`src/design/sng_pkg.sv`:
```
// sng_pkg: shared widths, register codes, channel config struct and the
// attenuation-to-level table of the square and noise sound generator.
// No dependencies; used by every module of the block.
`default_nettype none

package sng_pkg;

   // channel counts and field widths
   localparam int NUM_CH    = 4;
   localparam int TONE_CH   = 3;
   localparam int CH_W      = 2;
   localparam int REG_W     = 3;
   localparam int BYTE_W    = 8;
   localparam int ATT_W     = 4;
   localparam int DIV_W     = 10;
   localparam int DIV_SHIFT = 10;
   localparam int PHASE_W   = 21;
   localparam int STEP_W    = 16;
   localparam int SEED_W    = 16;
   localparam int LEVEL_W   = 13;
   localparam int SAMPLE_W  = 16;
   localparam int CSR_IDX_W = 2;
   localparam int CSR_DATA_W = 16;

   // request opcodes
   localparam logic OP_PORT_WRITE  = 1'b0;
   localparam logic OP_SAMPLE_TICK = 1'b1;

   // configuration register indexes
   localparam logic [CSR_IDX_W-1:0] CSR_PHASE_STEP    = 2'd0;
   localparam logic [CSR_IDX_W-1:0] CSR_NOISE_SEED    = 2'd1;
   localparam logic [CSR_IDX_W-1:0] CSR_POWER_ON_SEED = 2'd2;

   // reset values
   localparam logic [STEP_W-1:0] PHASE_STEP_RESET = 16'd5195;
   localparam logic [SEED_W-1:0] NOISE_SEED_RESET = 16'h8000;
   localparam logic [SEED_W-1:0] POWER_ON_SEED    = 16'h8000;
   localparam logic [ATT_W-1:0]  ATT_SILENT       = 4'hF;

   // noise control register and its rate codes
   localparam logic [REG_W-1:0] NOISE_CTRL_REG   = 3'd6;
   localparam logic [1:0]       NOISE_RATE_16    = 2'd0;
   localparam logic [1:0]       NOISE_RATE_32    = 2'd1;
   localparam logic [1:0]       NOISE_RATE_64    = 2'd2;
   localparam logic [DIV_W-1:0] NOISE_DIV_16     = 10'h010;
   localparam logic [DIV_W-1:0] NOISE_DIV_32     = 10'h020;
   localparam logic [DIV_W-1:0] NOISE_DIV_64     = 10'h040;
   localparam logic [SEED_W-1:0] WHITE_TAPS      = 16'h0009;

   typedef logic [ATT_W-1:0] att_type;
   typedef logic [DIV_W-1:0] div_type;

   // channel settings handed from the port register file to the voices
   typedef struct packed {
      att_type [NUM_CH-1:0] attenuation;
      div_type [NUM_CH-1:0] divider;
      logic                 white_mode;
      logic                 noise_reload;
   } sng_voice_cfg_type;

   // attenuation code to output magnitude (five times the base volume steps)
   function automatic logic [LEVEL_W-1:0] level_of(input att_type att);
      logic [LEVEL_W-1:0] lvl;
      case (att)
         4'd0, 4'd1, 4'd2: lvl = 13'd4460;
         4'd3:  lvl = 13'd3800;
         4'd4:  lvl = 13'd3115;
         4'd5:  lvl = 13'd2485;
         4'd6:  lvl = 13'd2020;
         4'd7:  lvl = 13'd1615;
         4'd8:  lvl = 13'd1285;
         4'd9:  lvl = 13'd990;
         4'd10: lvl = 13'd795;
         4'd11: lvl = 13'd615;
         4'd12: lvl = 13'd480;
         4'd13: lvl = 13'd375;
         4'd14: lvl = 13'd300;
         default: lvl = 13'd0;
      endcase
      return lvl;
   endfunction

endpackage

`default_nettype wire

```
`src/design/square_noise_sound_generator.sv`:
```
// Square and noise sound generator: three square tones plus one noise
// channel, mixed into one signed 16-bit sample per tick request.
//
// Request channel (req_): req_opcode 0 writes req_data_byte to the sound
// port (latch byte with bit 7 set, data byte otherwise) and returns nothing;
// req_opcode 1 is a sample tick and returns one rsp_sample.
// A request is held in the input register and a tick's sample is then
// registered into the result register that drives rsp_valid and rsp_sample.
// Throughput is one request per clock while req_stall is low; the limit is
// the single result register, so req_stall rises only while a tick waits
// in the input register behind a stalled, full result register.
// Configuration (csr_): index 0 phase step, 1 noise seed (loaded on each
// noise control write), 2 power-on seed (the reset seed is fixed at 0x8000,
// so writes there have no effect). csr_ready is always high; write only
// while idle.
// Reset (synchronous): all channels silent, levels high, noise register at
// the power-on seed, phase counters and dividers cleared, CSRs to defaults.
// With rsp_stall high the held sample stays on rsp_sample.
`default_nettype none

module square_noise_sound_generator (
   input  wire logic                             clock,
   input  wire logic                             reset,
   input  wire logic                             req_valid,
   output logic                                  req_stall,
   input  wire logic                             req_opcode,
   input  wire logic [sng_pkg::BYTE_W-1:0]       req_data_byte,
   output logic                                  rsp_valid,
   input  wire logic                             rsp_stall,
   output logic signed [sng_pkg::SAMPLE_W-1:0]   rsp_sample,
   input  wire logic                             csr_valid,
   output logic                                  csr_ready,
   input  wire logic [sng_pkg::CSR_IDX_W-1:0]    csr_index,
   input  wire logic [sng_pkg::CSR_DATA_W-1:0]   csr_data
);

   logic [sng_pkg::STEP_W-1:0]          phase_step_ff, phase_step_in;
   logic [sng_pkg::SEED_W-1:0]          noise_seed_ff, noise_seed_in;
   logic                                in_valid_ff, in_valid_in;
   logic                                in_opcode_ff;
   logic [sng_pkg::BYTE_W-1:0]          in_byte_ff;
   logic                                out_valid_ff, out_valid_in;
   logic signed [sng_pkg::SAMPLE_W-1:0] out_sample_ff;
   logic                                req_accept;
   logic                                out_free;
   logic                                port_we;
   logic                                tick_en;
   logic                                advance;
   logic signed [sng_pkg::SAMPLE_W-1:0] sample_next;
   sng_pkg::sng_voice_cfg_type          voice_cfg;

   // configuration registers
   assign csr_ready = 1'b1;

   always_comb begin
      phase_step_in = phase_step_ff;
      noise_seed_in = noise_seed_ff;
      if (csr_valid) begin
         unique case (csr_index)
            sng_pkg::CSR_PHASE_STEP:    phase_step_in = csr_data;
            sng_pkg::CSR_NOISE_SEED:    noise_seed_in = csr_data;
            sng_pkg::CSR_POWER_ON_SEED: noise_seed_in = noise_seed_ff;
            default:                    phase_step_in = phase_step_ff;
         endcase
      end
   end

   // input register and execute control
   assign out_free   = !out_valid_ff || !rsp_stall;
   assign port_we    = in_valid_ff && (in_opcode_ff == sng_pkg::OP_PORT_WRITE);
   assign tick_en    = in_valid_ff && (in_opcode_ff == sng_pkg::OP_SAMPLE_TICK) && out_free;
   assign advance    = !in_valid_ff || port_we || tick_en;
   assign req_stall  = !advance;
   assign req_accept = req_valid && !req_stall;

   always_comb begin
      in_valid_in = in_valid_ff;
      if (advance) begin
         in_valid_in = req_valid;
      end
   end

   // result register
   always_comb begin
      out_valid_in = out_valid_ff;
      if (tick_en) begin
         out_valid_in = 1'b1;
      end else if (!rsp_stall) begin
         out_valid_in = 1'b0;
      end
   end

   always_ff @(posedge clock) begin
      if (reset) begin
         phase_step_ff <= sng_pkg::PHASE_STEP_RESET;
         noise_seed_ff <= sng_pkg::NOISE_SEED_RESET;
         in_valid_ff   <= 1'b0;
         out_valid_ff  <= 1'b0;
      end else begin
         phase_step_ff <= phase_step_in;
         noise_seed_ff <= noise_seed_in;
         in_valid_ff   <= in_valid_in;
         out_valid_ff  <= out_valid_in;
      end
   end

   always_ff @(posedge clock) begin
      if (req_accept) begin
         in_opcode_ff <= req_opcode;
         in_byte_ff   <= req_data_byte;
      end
      if (tick_en) begin
         out_sample_ff <= sample_next;
      end
   end

   // port register file
   sng_port_regs u_port_regs (
      .clock     (clock),
      .reset     (reset),
      .write_en  (port_we),
      .data_byte (in_byte_ff),
      .voice_cfg (voice_cfg)
   );

   // tone and noise voices with mixer
   sng_voices u_voices (
      .clock       (clock),
      .reset       (reset),
      .tick_en     (tick_en),
      .phase_step  (phase_step_ff),
      .noise_seed  (noise_seed_ff),
      .voice_cfg   (voice_cfg),
      .sample_next (sample_next)
   );

   assign rsp_valid  = out_valid_ff;
   assign rsp_sample = out_sample_ff;

`ifndef SYNTHESIS
   // back-pressure only comes from a tick blocked by the result register
   a_stall_only_tick: assert property (@(posedge clock) disable iff (reset)
      req_stall |-> (in_valid_ff && in_opcode_ff == sng_pkg::OP_SAMPLE_TICK
                     && out_valid_ff && rsp_stall))
      else $error("request stalled without a blocked tick");

   // an executed tick always shows up as a result
   a_tick_gives_result: assert property (@(posedge clock) disable iff (reset)
      tick_en |=> (rsp_valid && rsp_sample == $past(sample_next)))
      else $error("tick did not produce its sample");

   // a port write never creates a result
   a_write_no_result: assert property (@(posedge clock) disable iff (reset)
      (port_we && !rsp_stall) |=> !rsp_valid)
      else $error("port write produced a result");

   // mixed sample stays within the level table's range
   a_sample_range: assert property (@(posedge clock) disable iff (reset)
      rsp_valid |-> (rsp_sample >= -16'sd13380 && rsp_sample <= 16'sd17840))
      else $error("sample out of range");
`endif

endmodule

`default_nettype wire

```
`src/design/sng_phase_acc.sv`:
```
// sng_phase_acc: one channel's phase accumulator; advances by the phase
// step on each tick and flags a wrap on reaching divider times 1024. Uses sng_pkg.
`default_nettype none

module sng_phase_acc (
   input  wire logic                          clock,
   input  wire logic                          reset,
   input  wire logic                          advance,
   input  wire logic [sng_pkg::STEP_W-1:0]    phase_step,
   input  wire sng_pkg::div_type              divider,
   output logic                               wrap
);

   logic [sng_pkg::PHASE_W-1:0] phase_ff;
   logic [sng_pkg::PHASE_W-1:0] phase_in;
   logic [sng_pkg::PHASE_W-1:0] half;
   logic [sng_pkg::PHASE_W-1:0] start;
   logic [sng_pkg::PHASE_W:0]   sum;

   // clamp a stale count, add the step, fold back once on wrap
   always_comb begin
      half  = sng_pkg::PHASE_W'({divider, {sng_pkg::DIV_SHIFT{1'b0}}});
      start = (phase_ff >= half) ? '0 : phase_ff;
      sum   = {1'b0, start} + (sng_pkg::PHASE_W + 1)'(phase_step);
      wrap  = advance && (sum >= {1'b0, half});
      if (!advance) begin
         phase_in = phase_ff;
      end else if (wrap) begin
         phase_in = sng_pkg::PHASE_W'(sum - {1'b0, half});
      end else begin
         phase_in = sng_pkg::PHASE_W'(sum);
      end
   end

   always_ff @(posedge clock) begin
      if (reset) begin
         phase_ff <= '0;
      end else begin
         phase_ff <= phase_in;
      end
   end

endmodule

`default_nettype wire

```
`src/design/sng_port_regs.sv`:
```
// sng_port_regs: sound port register file; decodes latch and data bytes
// into attenuations, dividers and noise control. Uses sng_pkg.
`default_nettype none

module sng_port_regs (
   input  wire logic                        clock,
   input  wire logic                        reset,
   input  wire logic                        write_en,
   input  wire logic [sng_pkg::BYTE_W-1:0]  data_byte,
   output sng_pkg::sng_voice_cfg_type       voice_cfg
);

   logic [sng_pkg::REG_W-1:0]                latched_ff, latched_in;
   sng_pkg::att_type [sng_pkg::NUM_CH-1:0]   att_ff, att_in;
   sng_pkg::div_type [sng_pkg::NUM_CH-1:0]   div_ff, div_in;
   logic                                     follow_ff, follow_in;
   logic                                     white_ff, white_in;
   logic                                     reload;
   logic [sng_pkg::CH_W-1:0]                 ch;
   logic                                     is_att;

   // byte decode and register update
   always_comb begin
      latched_in = latched_ff;
      att_in     = att_ff;
      div_in     = div_ff;
      follow_in  = follow_ff;
      white_in   = white_ff;
      reload     = 1'b0;
      ch         = latched_ff[sng_pkg::REG_W-1:1];
      is_att     = latched_ff[0];
      if (write_en) begin
         if (data_byte[7]) begin
            latched_in = data_byte[6:4];
         end
         ch     = latched_in[sng_pkg::REG_W-1:1];
         is_att = latched_in[0];
         for (int i = 0; i < sng_pkg::NUM_CH; i++) begin
            if (ch == sng_pkg::CH_W'(i)) begin
               if (is_att) begin
                  att_in[i] = data_byte[3:0];
               end else if (data_byte[7]) begin
                  div_in[i] = {div_ff[i][sng_pkg::DIV_W-1:4], data_byte[3:0]};
               end else if (i != sng_pkg::NUM_CH - 1) begin
                  div_in[i] = {data_byte[5:0], div_ff[i][3:0]};
               end
            end
         end
         // in follow mode, noise follows tone 2 whenever tone 2's divider is written
         if (follow_ff && !is_att && ch == sng_pkg::CH_W'(2)) begin
            div_in[3] = div_in[2];
         end
         // noise control: reseed, pick rate, pick feedback
         if (latched_in == sng_pkg::NOISE_CTRL_REG) begin
            reload = 1'b1;
            case (data_byte[1:0])
               sng_pkg::NOISE_RATE_16: begin
                  div_in[3] = sng_pkg::NOISE_DIV_16;
                  follow_in = 1'b0;
               end
               sng_pkg::NOISE_RATE_32: begin
                  div_in[3] = sng_pkg::NOISE_DIV_32;
                  follow_in = 1'b0;
               end
               sng_pkg::NOISE_RATE_64: begin
                  div_in[3] = sng_pkg::NOISE_DIV_64;
                  follow_in = 1'b0;
               end
               default: begin
                  div_in[3] = div_in[2];
                  follow_in = 1'b1;
               end
            endcase
            white_in = data_byte[2];
         end
      end
   end

   always_ff @(posedge clock) begin
      if (reset) begin
         latched_ff <= '0;
         follow_ff  <= 1'b0;
         white_ff   <= 1'b1;
         for (int i = 0; i < sng_pkg::NUM_CH; i++) begin
            att_ff[i] <= sng_pkg::ATT_SILENT;
            div_ff[i] <= '0;
         end
      end else begin
         latched_ff <= latched_in;
         follow_ff  <= follow_in;
         white_ff   <= white_in;
         att_ff     <= att_in;
         div_ff     <= div_in;
      end
   end

   // settings for the voices; the reseed pulse lands on the write edge
   assign voice_cfg.attenuation  = att_ff;
   assign voice_cfg.divider      = div_ff;
   assign voice_cfg.white_mode   = white_ff;
   assign voice_cfg.noise_reload = reload;

endmodule

`default_nettype wire

```
`src/design/sng_voices.sv`:
```
// sng_voices: four phase accumulators, tone levels, noise shift register
// and the output mixer. Uses sng_pkg and sng_phase_acc.
`default_nettype none

module sng_voices (
   input  wire logic                          clock,
   input  wire logic                          reset,
   input  wire logic                          tick_en,
   input  wire logic [sng_pkg::STEP_W-1:0]    phase_step,
   input  wire logic [sng_pkg::SEED_W-1:0]    noise_seed,
   input  wire sng_pkg::sng_voice_cfg_type    voice_cfg,
   output logic signed [sng_pkg::SAMPLE_W-1:0] sample_next
);

   logic [sng_pkg::NUM_CH-1:0] wrap;
   logic [sng_pkg::NUM_CH-1:0] level_ff, level_in;
   logic [sng_pkg::SEED_W-1:0] noise_ff, noise_in;
   logic                       feedback;
   logic signed [sng_pkg::SAMPLE_W-1:0] mag;

   // one accumulator per channel
   for (genvar g = 0; g < sng_pkg::NUM_CH; g++) begin : g_acc
      sng_phase_acc u_acc (
         .clock      (clock),
         .reset      (reset),
         .advance    (tick_en),
         .phase_step (phase_step),
         .divider    (voice_cfg.divider[g]),
         .wrap       (wrap[g])
      );
   end

   // level toggles and noise shift
   always_comb begin
      level_in = level_ff;
      noise_in = noise_ff;
      feedback = voice_cfg.white_mode ? ^(noise_ff & sng_pkg::WHITE_TAPS) : noise_ff[0];
      if (voice_cfg.noise_reload) begin
         noise_in = noise_seed;
      end else if (tick_en) begin
         for (int i = 0; i < sng_pkg::TONE_CH; i++) begin
            if (voice_cfg.divider[i] <= sng_pkg::DIV_W'(1)) begin
               level_in[i] = 1'b1;
            end else begin
               level_in[i] = level_ff[i] ^ wrap[i];
            end
         end
         if (wrap[3]) begin
            noise_in    = {feedback, noise_ff[sng_pkg::SEED_W-1:1]};
            level_in[3] = noise_in[0];
         end
      end
   end

   // mixer: bipolar tones, unipolar noise
   always_comb begin
      sample_next = '0;
      mag         = '0;
      for (int i = 0; i < sng_pkg::TONE_CH; i++) begin
         mag = sng_pkg::SAMPLE_W'(sng_pkg::level_of(voice_cfg.attenuation[i]));
         sample_next = level_in[i] ? sample_next + mag : sample_next - mag;
      end
      mag = sng_pkg::SAMPLE_W'(sng_pkg::level_of(voice_cfg.attenuation[3]));
      if (level_in[3]) begin
         sample_next = sample_next + mag;
      end
   end

   always_ff @(posedge clock) begin
      if (reset) begin
         level_ff <= '1;
         noise_ff <= sng_pkg::POWER_ON_SEED;
      end else begin
         level_ff <= level_in;
         noise_ff <= noise_in;
      end
   end

endmodule

`default_nettype wire
```
`config.mk`:
```
export PLATFORM = sky130hd
export DESIGN_NAME = square_noise_sound_generator
export DESIGN_NICKNAME = d
export VERILOG_FILES = /design/src/design/sng_pkg.sv /design/src/design/square_noise_sound_generator.sv /design/src/design/sng_phase_acc.sv /design/src/design/sng_port_regs.sv /design/src/design/sng_voices.sv
export SDC_FILE = /design/constraint.sdc
export NUM_CORES = 1
export LEC_CHECK = 0
export BUFFER_PORTS_ARGS = -buffer_cell sky130_fd_sc_hd__buf_2
export CAP_MARGIN = 10
export CORE_MARGIN = 3
export CORE_UTILIZATION = 35
export DETAILED_ROUTE_END_ITERATION = 10
export SETUP_SLACK_MARGIN = 0.1
export SYNTH_ARGS = -nofsm -noshare
export SYNTH_HDL_FRONTEND = slang
export SYNTH_SLANG_ARGS = --single-unit
```
`constraint.sdc`:
```
create_clock -name clock -period 13.9 [get_ports clock]
set_clock_uncertainty 0.1 [all_clocks]
set_input_delay 0.695 -clock clock [delete_from_list [all_inputs] [get_ports clock]]
set_output_delay 0.695 -clock clock [all_outputs]
set_load 0.02 [all_outputs]
```
==> out/results.env, run 1 <==
STATUS='completed'
YOSYS.AREA.TOP_TYPE_SHARE=0.247
RSZ_0062_RAISED_AFTER_GLOBAL_ROUTING='false'
NUM_ANTENNA_CELLS=0
FILLERS=5726
IR_DROP_V=0.0000651
AREA_TAKEN_BY_FLIP_FLOPS_AND_LATCHES_SQ_MM=0.00578
YS_FF_LATCH=276
SETUP_WS_NS=1.34
GP_CONGESTION=0.928
WORSTREG2REGEND='rsp_sample[15]'
ROUTEDWLPERCELL_UM=16.9
SETUP.WORST_PATH.END_CLASS='flip-flop'
NETLIST_INSTANCES=2574
DESIGN.CORE.AREA_SQ_MM=0.0569
LAYOUT-DRIVE-GT1-SHARE=0.0673
PLACE_HPWL_UM=41600
CPMOSTUSEDCELL='sky130_fd_sc_hd__ha_1'
CRIT_FANOUT=18
CELLPOWERDENSITY_mW_PER_MM2=99.5
GRT_FIRST_PASS_WIRELENGTH_UM=91100
PLACED_CELLS=3297
POSTCTSSETUPREPAIRBUFS=0
CRIT_SLOWEST_CELL='sky130_fd_sc_hd__a211oi_2'
CLOCKBUFFERDEPTH=3
DETAIL_ROUTE.ITER0.VIOLATIONS=1186
SYN2LAYOUT_AREA_GROWTH_PCT=10.3
GRT_ANTENNA_BEFORE_REPAIR=0
WORST-SETUP-PATH-TYPE='flip-flop to flip-flop'
SLEW_HEADROOM=0.218
TOP_COUNT_CELL_POST_SYNTH='sky130_fd_sc_hd__nand2_1'
SITE_ROW_COUNT=87
IO_PINS=51
YOSYSTOPAREACELL='sky130_fd_sc_hd__dfxtp_1'
TRITONCTS='yes'
TIMING.CRITICAL_PATH.FROM_TYPE='flip-flop'
FINALNONFILLERCELLS=3357
MIN-DELAY-START='req_data_byte[2]'
POSTSYNTH.ASYNCRESETSHARE=0
DIE_H_UM=247
TIMING.CRITICAL_PATH.DEPTH=43
F_MAX_MHz=79.6
POST-ROUTE-UTIL=0.395
YOSYSWARNINGCOUNT=0
VIA_COUNT_OF_THE_FIRST_GLOBAL_ROUTING_PASS=17600
DR_TOTAL_VIAS=18100
WORSTSKEWPAIRLATENCY_NS=0.56
CP_DATA_ARRIVAL_TIME_NS=12.74
CRITPATHTOPFAMILY='compound AO/OA/AOI/OAI gates'
CTS-RESIZED-GATES=0
YOSYS-TOP-CELLS-COUNT='sky130_fd_sc_hd__nand2_1, sky130_fd_sc_hd__nor2_1, sky130_fd_sc_hd__dfxtp_1'
GRT_START_MAX_NET_PINS=94
DRC_VIOLATIONS_LEFT=0
CRITPATHCAPTURE='rsp_sample[15]'
DESIGN.FINAL.NETS=2836
TIMING.FINAL.MAX_SLEW_VIOLATIONS=0
MAPPEDNETLISTNETS=2833
DRT_PASS1_ITERATIONS=5
POSTSYNTHAREAPERCELL_SQ_UM=7.91
FINAL_CRITICAL_DELAY_INCLUDING_SETUP_AND_EXTERNAL_DELAYS_NS=12.56
FLOORPLAN.DIE_AREA_SQ_MM=0.0611
SETUP_VIOL_COUNT_FINAL=0
TOTAL_OF_BUFFERS_PLACED_ON_INPUT_AND_OUTPUT_PORTS=49
MULTIINPUTGATEAREA_SQ_MM=0.0137
CTS_BUFFERS=34
CTS.HOLD.BUFFERS_ADDED=0
SYNTH.LIB_CELLS_USED.DISTINCT=92
WORST-SLEW-PIN-TRANSITION_NS=1.17
MAX_CAP_VIOLATIONS=0
GR_OVFL_TOTAL=0
POST-ROUTE-PERIOD-UTIL=0.904
SYNTH-EDFF-COUNT=25
YS_SEQ_AREA_FRAC=0.284
DP_SLACK_NS=1.49
P_LEAK_nW=9.31
CLOCK_SINKS=276
SYN_AREA_SQ_MM=0.0204
VIA_PER_INST=5.40
GROUTE.USAGE.OVERALL=0.183
TOTALWIRELENGTH_UM=56700
R2R.WORST_PATH.CELLS=43
CP.REQUIRED_NS=14.08
FF2FF_SETUP_SLACK_NS=1.34
CRITPATHMAXSTAGEDELAY_NS=0.93
FINALHOLDVIOLCOUNT=0
WORST_HOLD_PATH_TYPE='input port to flip-flop'
YS_TOP_CELLS_BY_AREA='sky130_fd_sc_hd__dfxtp_1, sky130_fd_sc_hd__ha_1, sky130_fd_sc_hd__a21oi_1'
CRITPATHBUFINV=4
CLOCK_TREE.HTREE_LEVEL_COUNT=2
TIMING.RR.START='u_port_regs.voice_cfg[25]'
CTS.ROOT.BUFFER_CELL='sky130_fd_sc_hd__clkbuf_16'
INITIAL_CELL_DENSITY_OF_THE_CORE=0.358
SYNTH_FF_TYPE='sky130_fd_sc_hd__dfxtp_1'
POSTROUTEANTENNANETS=0
DIE_WIDTH_UM=247
STARTPOINT_OF_THE_MOST_CRITICAL_SETUP_PATH='u_port_regs.voice_cfg[25]'
CLOCK_PIN_SLEW_ON_THE_WORST_SETUP_AND_HOLD_PATHS_NS=0.06
FIN_TNS_SETUP_NS=0
==> how the worst min path moves through the flow <==
stage	endpoint	slack, ns	depth (start not counted)
floorplan	u_voices.noise_ff[15]	0.32	2
global placement	noise_seed_ff[5]	0.34	2
detailed placement	noise_seed_ff[5]	0.35	2
CTS	in_byte_ff[2]	0.20	1
global route	in_byte_ff[2]	0.21	1
finish	in_byte_ff[2]	0.23	1
==> final cells by class <==
class	instances	share of cell area
clock buffers	46	0.0435
repair buffers	72	0.0189
multi-input cells	2049	0.608
inverters	144	0.0242
flip-flops and latches	276	0.257
well taps	756	0.0421
clock inverters	14	0.00640
==> layer usage <==
layer	GRT usage	part of all wire	vias up
met5	0	0	-
met4	0.0714	0.036	0
met3	0.0265	0.052	112
met2	0.292	0.44	445
met1	0.250	0.48	8471
li1	-	-	9088
==> logic make-up (layout without fill, tap and decap cells) <==
| kind of cell | count (synthesis) | in the layout | share of synthesized area |
|---|---|---|---|
| AO/OA/AOI/OAI | 664 | 664 | 0.207 |
| AND/OR/NAND/NOR | 941 | 941 | 0.220 |
| buffers and inverters | 249 | 276 | 0.0466 |
| adder cells (fa/ha/maj) | 227 | 227 | 0.144 |
| other | 1 | 1 | 0.000184 |
| XOR/XNOR | 146 | 146 | 0.0635 |
| flip-flops | 276 | 276 | 0.284 |
| multiplexers | 70 | 70 | 0.0363 |
==> through the flow <==
stage | power [mW] | hold WS, ns | area [sq um]
floorplan | 1.22 | 0.316 | 20400
global placement | 1.33 | 0.342 | 21300
detailed placement | 1.34 | 0.346 | 21300
CTS | 2.26 | 0.199 | 22500
global route | 2.35 | 0.209 | 22500
finish | 2.24 | 0.232 | 22500
==> cells in the final DEF, fill, tap and decap left out, types with 14 or more instances in the layout <==
| master | instances |
|---|---|
| sky130_fd_sc_hd__nand4_1 | 17 |
| sky130_fd_sc_hd__nand2b_1 | 26 |
| sky130_fd_sc_hd__o21a_1 | 32 |
| sky130_fd_sc_hd__o21bai_1 | 21 |
| sky130_fd_sc_hd__a21oi_1 | 237 |
| sky130_fd_sc_hd__a21boi_0 | 15 |
| sky130_fd_sc_hd__or3_1 | 16 |
| sky130_fd_sc_hd__dfxtp_1 | 251 |
| sky130_fd_sc_hd__nor2b_1 | 33 |
| sky130_fd_sc_hd__and2_1 | 80 |
| sky130_fd_sc_hd__nor3_1 | 52 |
| sky130_fd_sc_hd__edfxtp_1 | 25 |
| sky130_fd_sc_hd__nor2_1 | 263 |
| sky130_fd_sc_hd__a21o_1 | 31 |
| sky130_fd_sc_hd__xor2_1 | 59 |
| sky130_fd_sc_hd__clkbuf_16 | 35 |
| sky130_fd_sc_hd__buf_2 | 48 |
| sky130_fd_sc_hd__nor4_1 | 22 |
| sky130_fd_sc_hd__o21ai_0 | 122 |
| sky130_fd_sc_hd__nand3_1 | 46 |
| sky130_fd_sc_hd__a22oi_1 | 18 |
| sky130_fd_sc_hd__a31oi_1 | 14 |
| sky130_fd_sc_hd__mux2i_1 | 60 |
| sky130_fd_sc_hd__xnor2_1 | 86 |
| sky130_fd_sc_hd__inv_1 | 139 |
| sky130_fd_sc_hd__nand2_1 | 307 |
| sky130_fd_sc_hd__buf_4 | 23 |
| sky130_fd_sc_hd__a211oi_1 | 66 |
| sky130_fd_sc_hd__ha_1 | 216 |
==> power breakdown <==
part	total [mW]	switching, mW	internal, mW
sequential	0.852	0.0263	0.826
clock	0.903	0.370	0.533
combinational	0.481	0.298	0.183
total	2.24	0.694	1.54
Power figures use the tool's default switching activity.
==> inputs of run 2 (changes only) <==
BUFFER_PORTS_ARGS = not set   (was -buffer_cell sky130_fd_sc_hd__buf_2)
DONT_BUFFER_PORTS = 1   (was not set)
==> out/results.env, run 2 (synthesized netlist as in run 1, its figures left out) <==
SETUP_VIOL_COUNT_FINAL=0  # unchanged
TOTAL_OF_BUFFERS_PLACED_ON_INPUT_AND_OUTPUT_PORTS=0  # -100%
SWITCHING_SHARE=0.303  # -0.00765
R2R.WORST_PATH.CELLS=54  # +26%
FLOORPLAN.DIE_AREA_SQ_MM=0.0611  # unchanged
DESIGN.CORE.AREA_SQ_MM=0.0569  # unchanged
DP_SLACK_NS=1.56  # +0.0694 ns
CTS-RESIZED-GATES=0  # unchanged
DPL-INSTANCE-AREA_SQ_MM=0.0211  # -1.2%
TIMING.CRITICAL_PATH.FROM_TYPE='flip-flop'
CLOCK_PIN_SLEW_ON_THE_WORST_SETUP_AND_HOLD_PATHS_NS=0.06  # about the same
MIN-DELAY-START='reset'
GR_OVFL_TOTAL=0  # unchanged
WORST_HOLD_PATH_TYPE='input port to flip-flop'
CRITPATHMAXSTAGEDELAY_NS=0.65  # -0.28 ns
GRT_FIRST_PASS_WIRELENGTH_UM=90800  # -0.33%
TRITONCTS='yes'
POSTROUTEANTENNANETS=0  # unchanged
GROUTE.USAGE.OVERALL=0.182  # -0.00127
RSZ_0062_RAISED_AFTER_GLOBAL_ROUTING='false'
CELLPOWERDENSITY_mW_PER_MM2=101  # +1.3%
CPMOSTUSEDCELL='sky130_fd_sc_hd__o21ai_0'
LAYOUT.CELLS.MOST_COMMON_LIST='sky130_fd_sc_hd__nand2_1, sky130_fd_sc_hd__nor2_1, sky130_fd_sc_hd__dfxtp_1'
POWER_FRAC_COMB=0.205  # -0.010
POST-ROUTE-UTIL=0.391  # -0.00341
FIN_TNS_SETUP_NS=0  # unchanged
GRT_ANTENNA_BEFORE_REPAIR=0  # unchanged
CP.REQUIRED_NS=14.08  # about the same
DIE_WIDTH_UM=247  # unchanged
GRT_START_MAX_NET_PINS=185  # +97%
ROUTEDWLPERCELL_UM=17.0  # +0.31%
DIE_H_UM=247  # unchanged
SITE_ROW_COUNT=87  # unchanged
PLACE_HPWL_UM=41600  # about the same
WORST-SETUP-PATH-TYPE='flip-flop to flip-flop'
WORST-SLEW-PIN-TRANSITION_NS=1.17  # -0.00203 ns
CP_DATA_ARRIVAL_TIME_NS=12.56  # -0.18 ns
VIA_PER_INST=5.44  # +0.77%
CTS_BUFFERS=35  # +2.9%
VIA_COUNT_OF_THE_FIRST_GLOBAL_ROUTING_PASS=17300  # -1.8%
DRT_PASS1_ITERATIONS=5  # unchanged
WHS_PATH_DEPTH=1  # unchanged
IR_DROP_V=0.0000791  # +22%
TIMING.RR.START='u_port_regs.voice_cfg[16]'
CRIT_SLOWEST_CELL='sky130_fd_sc_hd__o21a_1'
MAX_CAP_VIOLATIONS=0  # unchanged
FINAL_CRITICAL_DELAY_INCLUDING_SETUP_AND_EXTERNAL_DELAYS_NS=12.38  # -0.184 ns
SETUP_WS_NS=1.52  # +0.184 ns
POWER.INTERNAL_mW=1.57  # +1.6%
DESIGN.FINAL.NETS=2787  # -1.7%
WORSTSKEWPAIRLATENCY_NS=0.55  # about the same
HOLD_END='rsp_valid'
MOSTFREQUENTLAYOUTCELL='sky130_fd_sc_hd__nand2_1'
CLOCK_SINKS=276  # unchanged
TOTALWIRELENGTH_UM=56100  # -1.1%
SYN2LAYOUT_AREA_GROWTH_PCT=9.39
DR_TOTAL_VIAS=18000  # -0.67%
SLEW_HEADROOM=0.219  # +0.00135
SWITCHING_POWER_uW=680  # -2.0%
CLOCK_POWER_SHARE=0.415  # +0.011
CLOCKBUFFERDEPTH=3  # unchanged
F_MAX_MHz=80.8  # +1.5%
FIN_AREA_SQ_MM=0.0223  # -0.86%
IO_PINS=51  # unchanged
CTS.HOLD.BUFFERS_ADDED=0  # unchanged
CRITPATHBUFINV=5  # +1
FF2FF_SETUP_SLACK_NS=1.52  # +0.18 ns
GP_CONGESTION=0.917  # -1.2%
CRIT_FANOUT=24  # +6
SETUP.WORST_PATH.END_CLASS='flip-flop'
CLOCK_TREE.HTREE_LEVEL_COUNT=2  # unchanged
TOTAL_POWER_mW=2.25  # +0.47%
DETAIL_ROUTE.ITER0.VIOLATIONS=1147  # -3.3%
TIMING.FINAL.MAX_SLEW_VIOLATIONS=0  # unchanged
STATUS='completed'
DRC_VIOLATIONS_LEFT=0  # unchanged
SEQPWRFRAC=0.380  # about the same
POST-ROUTE-PERIOD-UTIL=0.890  # -0.0132
INITIAL_CELL_DENSITY_OF_THE_CORE=0.358  # unchanged
FINALHOLDVIOLCOUNT=0  # unchanged
LAYOUT-DRIVE-GT1-SHARE=0.0517  # -0.0156
WORSTREG2REGEND='rsp_sample[15]'
CRITPATHTOPFAMILY='compound AO/OA/AOI/OAI gates'
P_LEAK_nW=9.14  # -1.8%
POSTCTSSETUPREPAIRBUFS=0  # unchanged
CTS.ROOT.BUFFER_CELL='sky130_fd_sc_hd__clkbuf_16'
NUM_ANTENNA_CELLS=0  # unchanged
STARTPOINT_OF_THE_MOST_CRITICAL_SETUP_PATH='u_port_regs.voice_cfg[16]'
[run 2: final cells by class]
cell class                 instances  area (sq um)
sequential                       276          5780
multi-input combinational       2049         13700
tap                              756           946
timing repair buffer              22           165
clock inverter                    15           154
inverter                         144           543
fill                            5696         34700
clock buffer                      47          1030
[run 2: how the worst max path moves through the flow]
stage	endpoint	slack, ns	depth (start not counted)
2_1_floorplan	rsp_sample[15]	3.18	59
3_3_place_gp	rsp_sample[15]	1.68	54
3_5_place_dp	rsp_sample[15]	1.56	54
4_1_cts	rsp_sample[15]	1.53	54
5_1_grt	rsp_sample[15]	0.48	53
6_report	rsp_sample[15]	1.52	54
[run 2: through the flow]
stage / hold slack, ns / cells
3_3_place_gp: 0.333 / 3247
6_report: 0.138 / 3309
3_5_place_dp: 0.338 / 3247
5_1_grt: 0.100 / 3309
2_1_floorplan: 0.316 / 2574
4_1_cts: 0.106 / 3309
[run 2: power groups by stage]
stage,Clock [mW],Sequential (mW),Combinational [mW]
floorplan,0,0.858,0.360
global placement,0,0.870,0.447
detailed placement,0,0.871,0.454
CTS,0.962,0.853,0.458
global route,0.997,0.856,0.514
finish,0.932,0.854,0.461
[run 2: metal layers]
metal	GRT usage	part of all wire	wire length, um
met2	0.298	0.45	25300
met5	0	0	0
met3	0.0211	0.047	2650
met4	0.0554	0.026	1480
met1	0.251	0.48	26600
==> inputs of run 3 (changes only) <==
TNS_END_PERCENT = 20   (was not set)
clock period = 16 ns   (was 13.9 ns; I/O delays follow)
==> out/results.env, run 3 (synthesized netlist as in run 1, its figures left out) <==
STATUS='completed'
SETUP_WS_NS=3.66  # +2.14 ns
LAYOUT-DRIVE-GT1-SHARE=0.0513  # -0.000432
DP_SLACK_NS=3.78  # +2.22 ns
PLACE_HPWL_UM=41200  # -0.78%
FIN_TNS_SETUP_NS=0  # unchanged
GRT_START_MAX_NET_PINS=185  # unchanged
MIN-DELAY-START='reset'
POSTCTSSETUPREPAIRBUFS=0  # unchanged
TOTAL_OF_BUFFERS_PLACED_ON_INPUT_AND_OUTPUT_PORTS=0  # unchanged
CELLPOWERDENSITY_mW_PER_MM2=87.8  # -13%
DR_TOTAL_VIAS=18000  # +0.061%
ROUTEDWLPERCELL_UM=16.9  # -0.38%
CLOCK_TREE.HTREE_LEVEL_COUNT=2  # unchanged
GRT_FIRST_PASS_WIRELENGTH_UM=89800  # -1.2%
CP.REQUIRED_NS=16.19  # +2.11 ns
VIA_PER_INST=5.44  # about the same
POST-ROUTE-PERIOD-UTIL=0.771  # -0.119
TOTALWIRELENGTH_UM=55900  # -0.32%
WORST-SLEW-PIN-TRANSITION_NS=1.17  # +0.000387 ns
DRT_PASS1_ITERATIONS=5  # unchanged
CLOCKBUFFERDEPTH=3  # unchanged
MULTIINPUTGATEAREA_SQ_MM=0.0137  # unchanged
VIA_COUNT_OF_THE_FIRST_GLOBAL_ROUTING_PASS=17400  # +0.38%
FINALHOLDVIOLCOUNT=0  # unchanged
DETAIL_ROUTE.ITER0.VIOLATIONS=1188  # +3.6%
TOTAL_POWER_mW=1.96  # -13%
IO_PINS=51  # unchanged
CP_DATA_ARRIVAL_TIME_NS=12.53  # -0.03 ns
WORST_HOLD_PATH_TYPE='input port to flip-flop'
FIN_AREA_SQ_MM=0.0223  # about the same
CRITPATHMAXSTAGEDELAY_NS=0.66  # about the same
CTS-RESIZED-GATES=0  # unchanged
SITE_ROW_COUNT=87  # unchanged
CTS.ROOT.BUFFER_CELL='sky130_fd_sc_hd__clkbuf_16'
GP_CONGESTION=0.916  # -0.14%
POSTROUTEANTENNANETS=0  # unchanged
GR_OVFL_TOTAL=0  # unchanged
WORST-SETUP-PATH-TYPE='flip-flop to flip-flop'
GRT_ANTENNA_BEFORE_REPAIR=0  # unchanged
FILLERS=5770  # +1.3%
CPMOSTUSEDCELL='sky130_fd_sc_hd__o21ai_0'
MOSTFREQUENTLAYOUTCELL='sky130_fd_sc_hd__nand2_1'
TIMING.RR.START='u_port_regs.voice_cfg[16]'
DRC_VIOLATIONS_LEFT=0  # unchanged
DPL-INSTANCE-AREA_SQ_MM=0.0211  # unchanged
FLOORPLAN.DIE_AREA_SQ_MM=0.0611  # unchanged
F_MAX_MHz=81.0  # +0.31%
IR_DROP_V=0.0000895  # +13%
TRITONCTS='yes'
SETUP.WORST_PATH.END_CLASS='flip-flop'
SETUP_VIOL_COUNT_FINAL=0  # unchanged
CRIT_FANOUT=24  # unchanged
FINAL_CRITICAL_DELAY_INCLUDING_SETUP_AND_EXTERNAL_DELAYS_NS=12.34  # -0.0387 ns
SLEW_HEADROOM=0.216  # -0.00337
NUM_ANTENNA_CELLS=0  # unchanged
DESIGN.FINAL.NETS=2788  # +0.036%
CTS_BUFFERS=36  # +2.9%
DIE_H_UM=247  # unchanged
TIMING.CRITICAL_PATH.FROM_TYPE='flip-flop'
LAYOUT.CELLS.MOST_COMMON_LIST='sky130_fd_sc_hd__nand2_1, sky130_fd_sc_hd__nor2_1, sky130_fd_sc_hd__dfxtp_1'
DESIGN.CORE.AREA_SQ_MM=0.0569  # unchanged
SYN2LAYOUT_AREA_GROWTH_PCT=9.45  # about the same
GROUTE.USAGE.OVERALL=0.180  # -0.00175
RSZ_0062_RAISED_AFTER_GLOBAL_ROUTING='false'
DIE_WIDTH_UM=247  # unchanged
MAX_CAP_VIOLATIONS=0  # unchanged
P_LEAK_nW=9.14  # about the same
STARTPOINT_OF_THE_MOST_CRITICAL_SETUP_PATH='u_port_regs.voice_cfg[16]'
CRIT_SLOWEST_CELL='sky130_fd_sc_hd__o21a_1'
TIMING.FINAL.MAX_SLEW_VIOLATIONS=0  # unchanged
WORSTSKEWPAIRLATENCY_NS=0.57  # +0.02 ns
CTS.HOLD.BUFFERS_ADDED=0  # unchanged
CLOCK_SINKS=276  # unchanged
CLOCK_PIN_SLEW_ON_THE_WORST_SETUP_AND_HOLD_PATHS_NS=0.06  # about the same
INITIAL_CELL_DENSITY_OF_THE_CORE=0.358  # unchanged
AREA_TAKEN_BY_FLIP_FLOPS_AND_LATCHES_SQ_MM=0.00578  # unchanged
[run 3: layout make-up]
cell class	count	share of cell area
clock buffer	48	0.0466
clock inverter	16	0.00713
inverter	144	0.0244
multi-input combinational	2049	0.613
sequential	276	0.259
tap	756	0.0424
timing repair buffer	22	0.00741
[run 3: metrics by stage]
step,utilization,std cells,hold slack (ns)
2_1_floorplan,-,2574,0.316
3_3_place_gp,0.370,3247,0.334
3_5_place_dp,0.370,3247,0.340
4_1_cts,0.391,3311,0.186
5_1_grt,0.391,3311,0.190
6_report,0.391,3311,0.220
[run 3: worst max-delay path: cells and delay by family, from the launching register on]
| family | cells | cell delay [ns] |
|---|---|---|
| DFF | 1 | 0.35 |
| adders and majority gates | 7 | 2.39 |
| and+or+nand+nor | 17 | 2.87 |
| AOI/OAI and AO/OA | 21 | 4.96 |
| xor gates and xnor gates | 4 | 0.64 |
| buffers and inverters | 5 | 0.75 |
[run 3: final timing paths]
path | depth (start not counted) | to | slack [ns]
setup / recovery | 54 | rsp_sample[15] | 3.66
hold / removal | 1 | rsp_valid | 0.22
setup reg to reg | 54 | rsp_sample[15] | 3.66
hold reg to reg | 2 | u_voices.noise_ff[15] | 0.35
[run 3: report_power, final]
group          internal, mW  total (mW)  switching, mW
Clock                 0.479       0.813          0.334
Sequential            0.717       0.742         0.0241
Combinational         0.155       0.403          0.248
[run 3: layer usage]
metal  up-vias  track usage  routed length [um]
li1       8996            -                   -
met1      8522        0.245               26500
met2       398        0.293               24800
met3        90       0.0264                2940
met4         0       0.0606                1680
met5         -            0                   0
